File: src/design/dual_uart_scc_registers_core_defines.svh
`ifndef DUAL_UART_SCC_REGISTERS_CORE_DEFINES_SVH
`define DUAL_UART_SCC_REGISTERS_CORE_DEFINES_SVH

// clocked assertion with an explicit clock and active-low reset
`define DUSCC_ASSERT_CLK(clk, rst_n, label, prop, msg) \
    label: assert property (@(posedge clk) disable iff (!rst_n) prop) else $error(msg);

// clocked assertion on the block clock and reset
`define DUSCC_ASSERT(label, prop, msg) \
    `DUSCC_ASSERT_CLK(i_clk, i_rst_n, label, prop, msg)

`endif

File: src/design/duscc_pkg.sv
`default_nettype none

package duscc_pkg;

    typedef struct packed {
        logic [1:0]  operation;
        logic [3:0]  register_offset;
        logic [7:0]  write_data;
        logic [15:0] elapsed_ticks;
        logic [7:0]  received_byte;
    } t_in_item;

    typedef struct packed {
        logic [7:0] read_data;
        logic       tx_valid;
        logic [7:0] tx_char;
        logic       rx_dropped;
        logic       irq_pending;
    } t_out_item;

    typedef struct packed {
        logic send;
        logic tick;
        logic clr_flag;
    } t_tx_ctl;

    typedef struct packed {
        logic shifting;
        logic flag;
        logic flag_next;
    } t_tx_stat;

    typedef struct packed {
        logic push;
        logic pop;
    } t_rx_ctl;

    typedef struct packed {
        logic nonempty;
        logic full;
        logic nonempty_next;
    } t_rx_stat;

    localparam logic [1:0] OP_READ  = 2'd0;
    localparam logic [1:0] OP_WRITE = 2'd1;
    localparam logic [1:0] OP_TICK  = 2'd2;
    localparam logic [1:0] OP_RX    = 2'd3;

    localparam logic [7:0] CMD_MASK         = 8'h38;
    localparam logic [7:0] CMD_RESET_TX_INT = 8'h28;
    localparam logic [7:0] CMD_PTR_UPPER    = 8'h08;
    localparam logic [7:0] PTR_LOW_MASK     = 8'h07;

    localparam logic [3:0] PTR_WR0 = 4'd0;
    localparam logic [3:0] PTR_WR1 = 4'd1;
    localparam logic [3:0] PTR_RR3 = 4'd3;

    localparam logic [7:0] RR0_TXBUF_IDLE   = 8'h44;
    localparam logic [7:0] RR0_RXCHAR_READY = 8'h01;
    localparam logic [7:0] RR3_TX_A     = 8'h10;
    localparam logic [7:0] RR3_TX_B     = 8'h02;
    localparam logic [7:0] RR3_RX_A     = 8'h20;
    localparam logic [7:0] RR3_RX_B     = 8'h04;

    localparam logic [7:0] WR1_TX_INT_EN  = 8'h02;
    localparam logic [7:0] WR1_RX_INT_MSK = 8'h18;

    localparam logic [15:0] DRAIN_RESET = 16'd1024;

endpackage

`default_nettype wire

File: src/design/duscc_rx_fifo.sv
`default_nettype none
`include "dual_uart_scc_registers_core_defines.svh"

module duscc_rx_fifo #(
    parameter int RX_DEPTH = 8
) (
    input  wire                  i_clk,
    input  wire                  i_rst_n,
    input  duscc_pkg::t_rx_ctl   i_ctl,
    input  wire  [7:0]           i_data,
    output duscc_pkg::t_rx_stat  o_stat,
    output logic [7:0]           o_head
);

    localparam int AW = $clog2(RX_DEPTH);
    localparam int FW = $clog2(RX_DEPTH + 1);

    logic [7:0]    r_mem [RX_DEPTH];
    logic [7:0]    r_head;
    logic [AW-1:0] r_rd;
    logic [AW-1:0] r_wr;
    logic [FW-1:0] r_fill;
    logic [AW-1:0] n_rd;
    logic [AW-1:0] n_wr;
    logic [FW-1:0] n_fill;
    logic          full;
    logic          nonempty;
    logic          do_push;
    logic          do_pop;

    assign full     = (r_fill == FW'(RX_DEPTH));
    assign nonempty = (r_fill != '0);
    assign do_push  = i_ctl.push && !full;
    assign do_pop   = i_ctl.pop && nonempty;

    always_comb begin
        n_rd   = r_rd;
        n_wr   = r_wr;
        n_fill = r_fill;
        if (do_pop) begin
            n_rd   = (r_rd == AW'(RX_DEPTH - 1)) ? '0 : r_rd + AW'(1);
            n_fill = r_fill - FW'(1);
        end
        if (do_push) begin
            n_wr   = (r_wr == AW'(RX_DEPTH - 1)) ? '0 : r_wr + AW'(1);
            n_fill = r_fill + FW'(1);
        end
    end

    always_ff @(posedge i_clk) begin
        if (!i_rst_n) begin
            r_rd   <= '0;
            r_wr   <= '0;
            r_fill <= '0;
        end else begin
            r_rd   <= n_rd;
            r_wr   <= n_wr;
            r_fill <= n_fill;
        end
    end

    // head register always mirrors the entry at the read pointer
    always_ff @(posedge i_clk) begin
        if (do_push) begin
            r_mem[r_wr] <= i_data;
        end
        if (do_push && (r_wr == n_rd)) begin
            r_head <= i_data;
        end else begin
            r_head <= r_mem[n_rd];
        end
    end

    assign o_head              = r_head;
    assign o_stat.nonempty      = nonempty;
    assign o_stat.full          = full;
    assign o_stat.nonempty_next = (n_fill != '0);

    `DUSCC_ASSERT(a_fill_bound, (r_fill <= FW'(RX_DEPTH)), "rx fill above depth")
    `DUSCC_ASSERT(a_empty_ptrs, (r_fill == '0) |-> (r_rd == r_wr), "empty fifo with split pointers")
    `DUSCC_ASSERT(a_drop_holds, (i_ctl.push && full) |=> (r_fill == FW'(RX_DEPTH)), "push on full changed fill")

endmodule

`default_nettype wire

File: src/design/duscc_tx_chan.sv
`default_nettype none
`include "dual_uart_scc_registers_core_defines.svh"

module duscc_tx_chan (
    input  wire                  i_clk,
    input  wire                  i_rst_n,
    input  duscc_pkg::t_tx_ctl   i_ctl,
    input  wire  [15:0]          i_elapsed,
    input  wire  [15:0]          i_drain,
    output duscc_pkg::t_tx_stat  o_stat
);

    logic        r_shifting;
    logic        r_flag;
    logic [15:0] r_rem;
    logic        n_shifting;
    logic        n_flag;
    logic [15:0] n_rem;

    always_comb begin
        n_shifting = r_shifting;
        n_flag     = r_flag;
        n_rem      = r_rem;
        priority if (i_ctl.send) begin
            n_shifting = 1'b1;
            n_flag     = 1'b0;
            n_rem      = i_drain;
        end else if (i_ctl.tick && r_shifting) begin
            // expiry drains the buffer and raises the tx flag
            if (i_elapsed >= r_rem) begin
                n_shifting = 1'b0;
                n_flag     = 1'b1;
                n_rem      = '0;
            end else begin
                n_rem = r_rem - i_elapsed;
            end
        end else if (i_ctl.clr_flag) begin
            n_flag = 1'b0;
        end
    end

    always_ff @(posedge i_clk) begin
        if (!i_rst_n) begin
            r_shifting <= 1'b0;
            r_flag     <= 1'b0;
            r_rem      <= '0;
        end else begin
            r_shifting <= n_shifting;
            r_flag     <= n_flag;
            r_rem      <= n_rem;
        end
    end

    assign o_stat.shifting  = r_shifting;
    assign o_stat.flag      = r_flag;
    assign o_stat.flag_next = n_flag;

    `DUSCC_ASSERT(a_idle_zero, !r_shifting |-> (r_rem == '0), "idle channel with count left")
    `DUSCC_ASSERT(a_send_busy, i_ctl.send |=> (r_shifting && !r_flag), "send did not start channel")

endmodule

`default_nettype wire

File: src/design/dual_uart_scc_registers_core.sv
`default_nettype none

// Two-channel serial controller register block with a shared receive fifo.
// One word (read, write, tick or received byte) is taken per clock while the
// input is not stalled, and each gives exactly one result word: it is held
// in the input register, where all register, fifo and transmit-timer updates
// are made, and then in the result register. Sustained rate is one word per
// cycle while the output is not stalled.
// The drain-time register is written through the config port while no word
// is held in the input register. The fifo needs no clearing pass after reset.

module dual_uart_scc_registers_core #(
    parameter int RX_DEPTH = 8
) (
    input  wire                   i_clk,
    input  wire                   i_rst_n,
    input  wire                   i_in_valid,
    output logic                  o_in_stall,
    input  duscc_pkg::t_in_item   i_in_item,
    output logic                  o_out_valid,
    input  wire                   i_out_stall,
    output duscc_pkg::t_out_item  o_out_item,
    input  wire                   i_cfg_valid,
    output logic                  o_cfg_ready,
    input  wire  [15:0]           i_cfg_data
);

    logic                 r_in_valid;
    duscc_pkg::t_in_item  r_in;
    logic                 r_out_valid;
    duscc_pkg::t_out_item r_out;
    logic [15:0]          r_drain;
    logic [3:0]           r_ptr [2];
    logic [7:0]           r_wr1 [2];
    logic [3:0]           n_ptr [2];
    logic [7:0]           n_wr1 [2];

    logic                 advance;
    logic                 ch;
    logic                 is_data;
    logic [3:0]           ptr;
    logic [7:0]           cmd;
    logic                 rx_en_next;
    duscc_pkg::t_out_item res;
    duscc_pkg::t_rx_ctl   rx_ctl;
    duscc_pkg::t_rx_stat  rx_stat;
    logic [7:0]           rx_head;
    duscc_pkg::t_tx_ctl   tx_ctl  [2];
    duscc_pkg::t_tx_stat  tx_stat [2];

    assign advance     = r_in_valid && (!r_out_valid || !i_out_stall);
    assign o_in_stall  = r_in_valid && !advance;
    assign o_cfg_ready = !r_in_valid;

    assign ch      = r_in.register_offset[3];
    assign is_data = r_in.register_offset[2];
    assign ptr     = r_ptr[ch];
    assign cmd     = r_in.write_data & duscc_pkg::CMD_MASK;

    assign rx_en_next = ((n_wr1[0] | n_wr1[1]) & duscc_pkg::WR1_RX_INT_MSK) != 8'h00;

    always_comb begin
        res       = '0;
        n_ptr[0]  = r_ptr[0];
        n_ptr[1]  = r_ptr[1];
        n_wr1[0]  = r_wr1[0];
        n_wr1[1]  = r_wr1[1];
        rx_ctl    = '0;
        tx_ctl[0] = '0;
        tx_ctl[1] = '0;
        if (advance) begin
            unique case (r_in.operation)
                duscc_pkg::OP_READ: begin
                    if (is_data) begin
                        rx_ctl.pop = 1'b1;
                        res.read_data = rx_stat.nonempty ? rx_head : 8'h00;
                    end else begin
                        n_ptr[ch] = duscc_pkg::PTR_WR0;
                        if (ptr == duscc_pkg::PTR_RR3) begin
                            if (tx_stat[1].flag && (r_wr1[1] & duscc_pkg::WR1_TX_INT_EN) != 8'h00)
                                res.read_data = res.read_data | duscc_pkg::RR3_TX_A;
                            if (tx_stat[0].flag && (r_wr1[0] & duscc_pkg::WR1_TX_INT_EN) != 8'h00)
                                res.read_data = res.read_data | duscc_pkg::RR3_TX_B;
                            if (rx_stat.nonempty
                                && (r_wr1[1] & duscc_pkg::WR1_RX_INT_MSK) != 8'h00)
                                res.read_data = res.read_data | duscc_pkg::RR3_RX_A;
                            if (rx_stat.nonempty
                                && (r_wr1[0] & duscc_pkg::WR1_RX_INT_MSK) != 8'h00)
                                res.read_data = res.read_data | duscc_pkg::RR3_RX_B;
                        end else begin
                            if (!tx_stat[ch].shifting)
                                res.read_data = duscc_pkg::RR0_TXBUF_IDLE;
                            if (rx_stat.nonempty)
                                res.read_data = res.read_data | duscc_pkg::RR0_RXCHAR_READY;
                        end
                    end
                end
                duscc_pkg::OP_WRITE: begin
                    if (is_data) begin
                        tx_ctl[ch].send = 1'b1;
                        res.tx_valid    = 1'b1;
                        res.tx_char     = r_in.write_data;
                    end else if (ptr == duscc_pkg::PTR_WR0) begin
                        tx_ctl[ch].clr_flag = (cmd == duscc_pkg::CMD_RESET_TX_INT);
                        // low pointer bits, plus the point-high command
                        n_ptr[ch] = {cmd == duscc_pkg::CMD_PTR_UPPER,
                                     r_in.write_data[2:0] & duscc_pkg::PTR_LOW_MASK[2:0]};
                    end else begin
                        if (ptr == duscc_pkg::PTR_WR1)
                            n_wr1[ch] = r_in.write_data;
                        n_ptr[ch] = duscc_pkg::PTR_WR0;
                    end
                end
                duscc_pkg::OP_TICK: begin
                    tx_ctl[0].tick = 1'b1;
                    tx_ctl[1].tick = 1'b1;
                end
                duscc_pkg::OP_RX: begin
                    rx_ctl.push    = 1'b1;
                    res.rx_dropped = rx_stat.full;
                end
                default: begin
                    res = '0;
                end
            endcase
        end
        // interrupt line as it stands once this word is applied
        res.irq_pending = (rx_stat.nonempty_next && rx_en_next)
            || (tx_stat[0].flag_next && (n_wr1[0] & duscc_pkg::WR1_TX_INT_EN) != 8'h00)
            || (tx_stat[1].flag_next && (n_wr1[1] & duscc_pkg::WR1_TX_INT_EN) != 8'h00);
    end

    duscc_rx_fifo #(
        .RX_DEPTH(RX_DEPTH)
    ) u_rx_fifo (
        .i_clk   (i_clk),
        .i_rst_n (i_rst_n),
        .i_ctl   (rx_ctl),
        .i_data  (r_in.received_byte),
        .o_stat  (rx_stat),
        .o_head  (rx_head)
    );

    duscc_tx_chan u_tx_b (
        .i_clk     (i_clk),
        .i_rst_n   (i_rst_n),
        .i_ctl     (tx_ctl[0]),
        .i_elapsed (r_in.elapsed_ticks),
        .i_drain   (r_drain),
        .o_stat    (tx_stat[0])
    );

    duscc_tx_chan u_tx_a (
        .i_clk     (i_clk),
        .i_rst_n   (i_rst_n),
        .i_ctl     (tx_ctl[1]),
        .i_elapsed (r_in.elapsed_ticks),
        .i_drain   (r_drain),
        .o_stat    (tx_stat[1])
    );

    always_ff @(posedge i_clk) begin
        if (!i_rst_n) begin
            r_in_valid  <= 1'b0;
            r_out_valid <= 1'b0;
            r_drain     <= duscc_pkg::DRAIN_RESET;
            r_ptr[0]    <= '0;
            r_ptr[1]    <= '0;
            r_wr1[0]    <= '0;
            r_wr1[1]    <= '0;
        end else begin
            if (!o_in_stall) begin
                r_in_valid <= i_in_valid;
            end
            if (advance) begin
                r_out_valid <= 1'b1;
            end else if (!i_out_stall) begin
                r_out_valid <= 1'b0;
            end
            if (i_cfg_valid && o_cfg_ready) begin
                r_drain <= i_cfg_data;
            end
            r_ptr[0] <= n_ptr[0];
            r_ptr[1] <= n_ptr[1];
            r_wr1[0] <= n_wr1[0];
            r_wr1[1] <= n_wr1[1];
        end
    end

    always_ff @(posedge i_clk) begin
        if (i_in_valid && !o_in_stall) begin
            r_in <= i_in_item;
        end
        if (advance) begin
            r_out <= res;
        end
    end

    assign o_out_valid = r_out_valid;
    assign o_out_item  = r_out;

endmodule

`default_nettype wire
File: config.mk
export PLATFORM = sky130hd
export DESIGN_NAME = dual_uart_scc_registers_core
export DESIGN_NICKNAME = d
export VERILOG_FILES = /design/src/design/duscc_pkg.sv /design/src/design/duscc_rx_fifo.sv /design/src/design/duscc_tx_chan.sv /design/src/design/dual_uart_scc_registers_core.sv
export VERILOG_INCLUDE_DIRS = /design/src /design/src/design
export SDC_FILE = /design/constraint.sdc
export NUM_CORES = 1
export LEC_CHECK = 0
export BUFFER_PORTS_ARGS = -buffer_cell sky130_fd_sc_hd__buf_2
export CAP_MARGIN = 20
export CORE_ASPECT_RATIO = 0.75
export CORE_MARGIN = 2
export CORE_UTILIZATION = 53
export CTS_BUF_LIST = sky130_fd_sc_hd__clkbuf_8 sky130_fd_sc_hd__clkbuf_16
export DETAILED_ROUTE_END_ITERATION = 16
export PLACE_DENSITY = 0.83
export SLEW_MARGIN = 20
export SYNTH_ARGS = -nofsm -noshare
export SYNTH_HDL_FRONTEND = slang
export SYNTH_HIERARCHICAL = 1
export SYNTH_SLANG_ARGS = --single-unit
File: constraint.sdc
create_clock -name i_clk -period 4.25 [get_ports i_clk]
set_input_delay 0.6375 -clock i_clk [delete_from_list [all_inputs] [get_ports i_clk]]
set_output_delay 0.6375 -clock i_clk [all_outputs]
set_load 0.02 [all_outputs]
-- Word level (Yosys, flattened, before mapping)
Memories as Yosys holds them, arrays and structs flattened. A register that Yosys moved wholly into a read port is not among the register bits.
Cells that the tools add are included.
- flip-flop bits (word level): 121
- memory bits (writable): 88
- output and inout port bits: 22
- memories: 3
- memories (name ; words ; width ; read ports ; clocked after memory_dff ; write ports ; line ; source):
    u_rx_fifo.r_mem ; 8 ; 8 ; 1 ; 1 ; 1 ; duscc_rx_fifo.sv:18 ; logic [7:0] r_mem [RX_DEPTH];
    r_wr1 ; 2 ; 8 ; 2 ; 0 ; 2 ; dual_uart_scc_registers_core.sv:34 ; logic [7:0] r_wr1 [2];
    r_ptr ; 2 ; 4 ; 3 ; 1 ; 2 ; dual_uart_scc_registers_core.sv:33 ; logic [3:0] r_ptr [2];
- add/sub/neg operators: 6
- magnitude comparators: 4
- equal/unequal tests: 11
- mux-type cells: 81
- bitwise operators: 9
- reduce and logical (&&, ||, !) cells: 39
- operator list (cell ; count):
    16-bit 2-to-1 mux ; 11
    8-bit 2-to-1 mux ; 9
    16-bit greater-or-equal comparator ; 2
    16-bit subtractor ; 2
    1-bit 2-to-1 mux ; 28
    3-bit 2-to-1 mux ; 8
    6-bit 2-to-1 mux ; 4
    8-bit nonzero test ; 3
    4-bit 2-to-1 mux ; 5
    16-bit bitwise mux ; 1
    1-bit logical AND ; 16
    8-bit one-hot mux with 2 select lines ; 1
    7-bit 2-to-1 mux ; 2
    3-bit == test (second input constant) ; 3
    9-bit 2-to-1 mux ; 1
    8-bit bitwise AND ; 1
    8-bit bitwise mux ; 1
    8-bit demux with 1-bit select ; 1
    8-bit inverter ; 1
    2-bit nonzero test ; 4
    4-bit nonzero test ; 2
    3-bit by 1-bit adder with 3-bit output (second input constant) ; 2
    6-bit bitwise AND ; 1
    3-bit demux with 1-bit select ; 2
    other kinds (23) ; 39

-- Logic depth before layout (Yosys ltp)
- depth in word-level cells: 20
- depth in mapped cells: 13
- mapped depth without buffers: 12

-- Cells and area by module
Netlist, hierarchy kept.
- modules (own cells, without submodules) (module ; instances ; cells each ; area each (sq um)):
    duscc_tx_chan ; 2 ; 261 ; 1904.3
    dual_uart_scc_registers_core ; 1 ; 281 ; 3475.8
    duscc_rx_fifo ; 1 ; 177 ; 3205.6

-- Worst setup path after synthesis
Ideal clock, no wire load.
- path type: input to register
- start point: input i_out_stall
- end point: memory u_rx_fifo.r_mem[0][0], enable pin
- arrival: 2.822 ns
- required time: 3.855 ns
- slack: 1.034 ns
- stages: 7
- cell sequence: nand2_2 -> nand2_1 -> inv_1 -> and3_1 -> nand2_1 -> buf_2 -> nor4_1
- RTL lines (element ; line ; source):
    from (decl) ; dual_uart_scc_registers_core.sv:21 ; input wire i_out_stall,
    to (decl) ; duscc_rx_fifo.sv:18 ;

==> results.py <==
metrics = {
    "pwr": {
        "p_int_mw": 3.23,
        "design_power_total_mw": 4.20,
        "p_seq_share_pct": 51.5,
        "power.share.clock_pct": 41.4,
        "power.density_nw_per_um2": 359,
        "swShare_pct": 23.1,
        "ir_worst_vdd_v": 0.000340,
        "p_leak_nw": 4.50,
        "p_comb_share_pct": 7.1,
        "p_sw_uw": 968,
    },
    "worst_setup_path": {
        "path_max_fanout": 18,
        "critical_path_class": "reg -> reg",
        "cp-start-kind": "flip-flop",
        "reg2reg_depth": 11,
        "cp-end-kind": "flip-flop",
        "r2r-end": "o_out_item[0]",
        "r2r-start": "r_in[8]",
        "crit_path_cell_trace": "ha_1, inv_1, fa_1, a211oi_1, o21ai_1, nand4_1, nand3_2, a31o_2, a21oi_1, inv_1, o221ai_2",
        "worstPathRequired_ns": 4.57,
        "cp_slowest_cell": "fa_1",
        "regToRegSetupSlack_ns": 0.92,
        "worst_ep_arrival_time_ns": 3.64,
        "slowest_delay_ns": 0.44,
        "worstSetupStartpoint": "r_in[8]",
        "crit_top_cell": "inv_1",
        "cp-endpoint": "o_out_item[0]",
    },
    "min_path": {
        "hold_path.class": "in -> reg",
    },
    "timing": {
        "worstMarginPinSlew_ns": 1.03,
        "final.setup.worst_slack_ns": 0.921,
        "fin_worst_skew_ns": 0.0107,
        "rsz0062_at_grt": "no",
        "fin_crit_sh_pct": 78.3,
        "max_freq_mhz": 300,
        "slew_violations": 0,
        "maxSlewHeadroom_pct": 31.3,
        "period_minus_slack_ns": 3.33,
        "tns_ns": 0,
        "finalSetupViolCount": 0,
        "hold_viol": 0,
    },
    "global_routing": {
        "antenna_found_initial": 0,
        "grt_overflow": 0,
        "grt_pass1_wl_um": 39300,
        "track_usage_pct": 23.2,
        "grt_pass1_vias": 7541,
        "grt_max_degree": 56,
    },
    "clocking": {
        "clkTransAtPathRegs_ns": 0.06,
        "clockRootBuffer": "clkbuf_16",
        "post_cts_buffers": 0,
        "clkSinkCount": 201,
        "cts_buffers": 21,
        "cts_tree": "done",
        "postCtsHoldBufs": 0,
        "htree_num_levels": 1,
        "insertion_delay_ns": 0.48,
        "cts.repair.resized": 0,
        "clock_path_buffers": 3,
    },
    "drt": {
        "wl_met1_um": 11200,
        "vias": 8047,
        "first_pass_iters": 5,
        "routed_wl_um": 24800,
        "top_layer_used": "met4",
        "wl_met3_um": 2180,
        "wl_per_cell_um": 18.9,
        "drc": 0,
        "via_per_inst": 6.15,
        "ant_nets": 0,
        "met2_length_um": 10900,
        "first_iter_violations": 866,
    },
    "place": {
        "placed_cell_area_um2": 11000,
        "port_buffers": 78,
        "place_hpwl_um": 17400,
        "gp_congestion": 0.931,
        "place_ws_ns": 1.05,
    },
    "yosys": {
        "ys_async_sr_fraction_pct": 0,
        "synth.largest_area_cell": "edfxtp_1",
        "ys_seq_elements": 201,
        "synthCells": 980,
        "syn-cell-area_um2": 10500,
        "synthTopCellsByCount": "edfxtp_1, nand2_1, dfxtp_1",
        "yosysWarnings": 6,
        "postSynthAreaPerCell_um2": 10.7,
        "yosysMostFrequentCell": "edfxtp_1",
        "synth_area_leaders": "edfxtp_1, dfxtp_1, ha_1",
        "ys.flop_type": "edfxtp_1",
        "yosysSeqAreaShare_pct": 49.7,
        "synth_cell_types": 77,
        "synth-edff-count": 119,
        "yosys.area.top_type_share_pct": 34.1,
        "synth_nets": 1079,
    },
    "die": {
        "initial_utilization_pct": 54.1,
        "die_h_um": 126,
        "dieWidth_um": 166,
        "rows": 44,
        "dieArea_um2": 20900,
        "io_pins": 81,
        "core-area_um2": 19400,
    },
    "cells_and_area": {
        "fin_area_um2": 11700,
        "drive_gt1_share_pct": 15.8,
        "nNetsFinal": 1141,
        "synthToLayoutAreaGrowth_pct": 11.4,
        "num-fill-cells": 1515,
        "num_antenna_cells": 0,
    },
    "run_status": {
        "status": "completed",
    },
    "job": {
        "drv_cap": 0,
    },
}
metrics by stage:
| stage | hold WS [ns] | utilization (%) | cells |
|---|---|---|---|
| detailed placement | 0.479 | 56.9 | 1272 |
| global placement | 0.473 | 56.9 | 1272 |
| global route | 0.308 | 60.3 | 1309 |
| CTS | 0.310 | 60.3 | 1309 |
| floorplan | 0.449 | - | 980 |
| finish | 0.324 | 60.3 | 1309 |
how the worst min path moves through the flow:
| stage | endpoint | slack, ns | start | cells after the start |
|---|---|---|---|---|
| CTS | r_in[4] | 0.31 | i_in_item[4] | 1 |
| detailed placement | r_drain[7] | 0.48 | r_drain[7] | 2 |
| floorplan | r_drain[0] | 0.45 | r_drain[0] | 2 |
| global placement | r_drain[0] | 0.47 | r_drain[0] | 2 |
| global route | r_in[0] | 0.31 | i_in_item[0] | 1 |
| finish | r_in[6] | 0.32 | i_in_item[6] | 1 |
final cells by class:
type	instances	area, um2	area share, %
clock buffer	23	553	4.73
clock inverter	14	104	0.889
inverter	58	218	1.86
multi-input combinational	671	4810	41.1
sequential	201	5220	44.6
tap	253	317	2.71
timing repair buffer	89	473	4.05
layer usage:
layer  up-vias  track usage, %
met3        34            4.71
met1      3848            34.1
met5         -               0
li1       3792               -
met4         0            5.73
met2       373            35.4
worst max-delay path, delay by kind of cell (launching register included):
family	cells	cell delay [ns]
adder cells (fa/ha/maj)	2	0.67
AO/OA/AOI/OAI	5	1.27
AND/OR/NAND/NOR	2	0.66
flip-flops	1	0.42
buffers and inverters	2	0.15
cells in the final DEF, fill, tap and decap left out, types with 5 or more instances in the layout:
master / count
xnor2_1: 8
nor2_1: 46
buf_2: 78
dfxtp_1: 82
or4_1: 5
mux2_2: 12
o21ai_0: 45
a21oi_1: 73
nor4b_1: 5
nand4b_1: 5
nor3b_1: 6
ha_1: 38
o211ai_1: 15
a211oi_1: 6
and2_1: 16
nor2b_1: 13
edfxtp_1: 119
and3b_1: 5
clkbuf_16: 21
o21a_1: 6
nand2_1: 92
a32oi_1: 12
o31ai_1: 5
a21boi_0: 38
nand3_1: 35
inv_1: 60
nand4_1: 5
o221ai_1: 7
buf_4: 11
a21o_1: 17
or3_1: 6
nor3_1: 23
and3_1: 20
mux2i_1: 8
a31oi_1: 7
nand2b_1: 9
mux4_1: 16
flip-flops by register name, summed over array words and instances, names as in the netlist, 3 cells and up, named ones only:
signal            count
u_rx_fifo/r_mem      64
r_wr1                 6
u_tx_b/r_rem         16
cmd                   3
o_out_item           19
u_rx_fifo/r_fill      4
r_drain              16
u_rx_fifo/r_rd        3
u_tx_a/r_rem         16
u_rx_fifo/r_wr        3
r_ptr                 8
r_in                 31
kinds of logic after synthesis:
logic type	synth area share [%]
buf+inv	4.58
flops	49.7
compound gates	17.2
fa+ha+maj	4.91
xor+xnor	1.00
simple gates	16.4
mux	6.19
power by group through the flow:
stage | Clock (mW) | Combinational [mW] | Sequential [mW]
finish | 1.74 | 0.298 | 2.16
global placement | 0 | 0.282 | 2.20
global route | 1.84 | 0.326 | 2.17
detailed placement | 0 | 0.290 | 2.20
floorplan | 0 | 0.198 | 2.19
CTS | 1.77 | 0.293 | 2.16
Power figures use the tool's default switching activity.
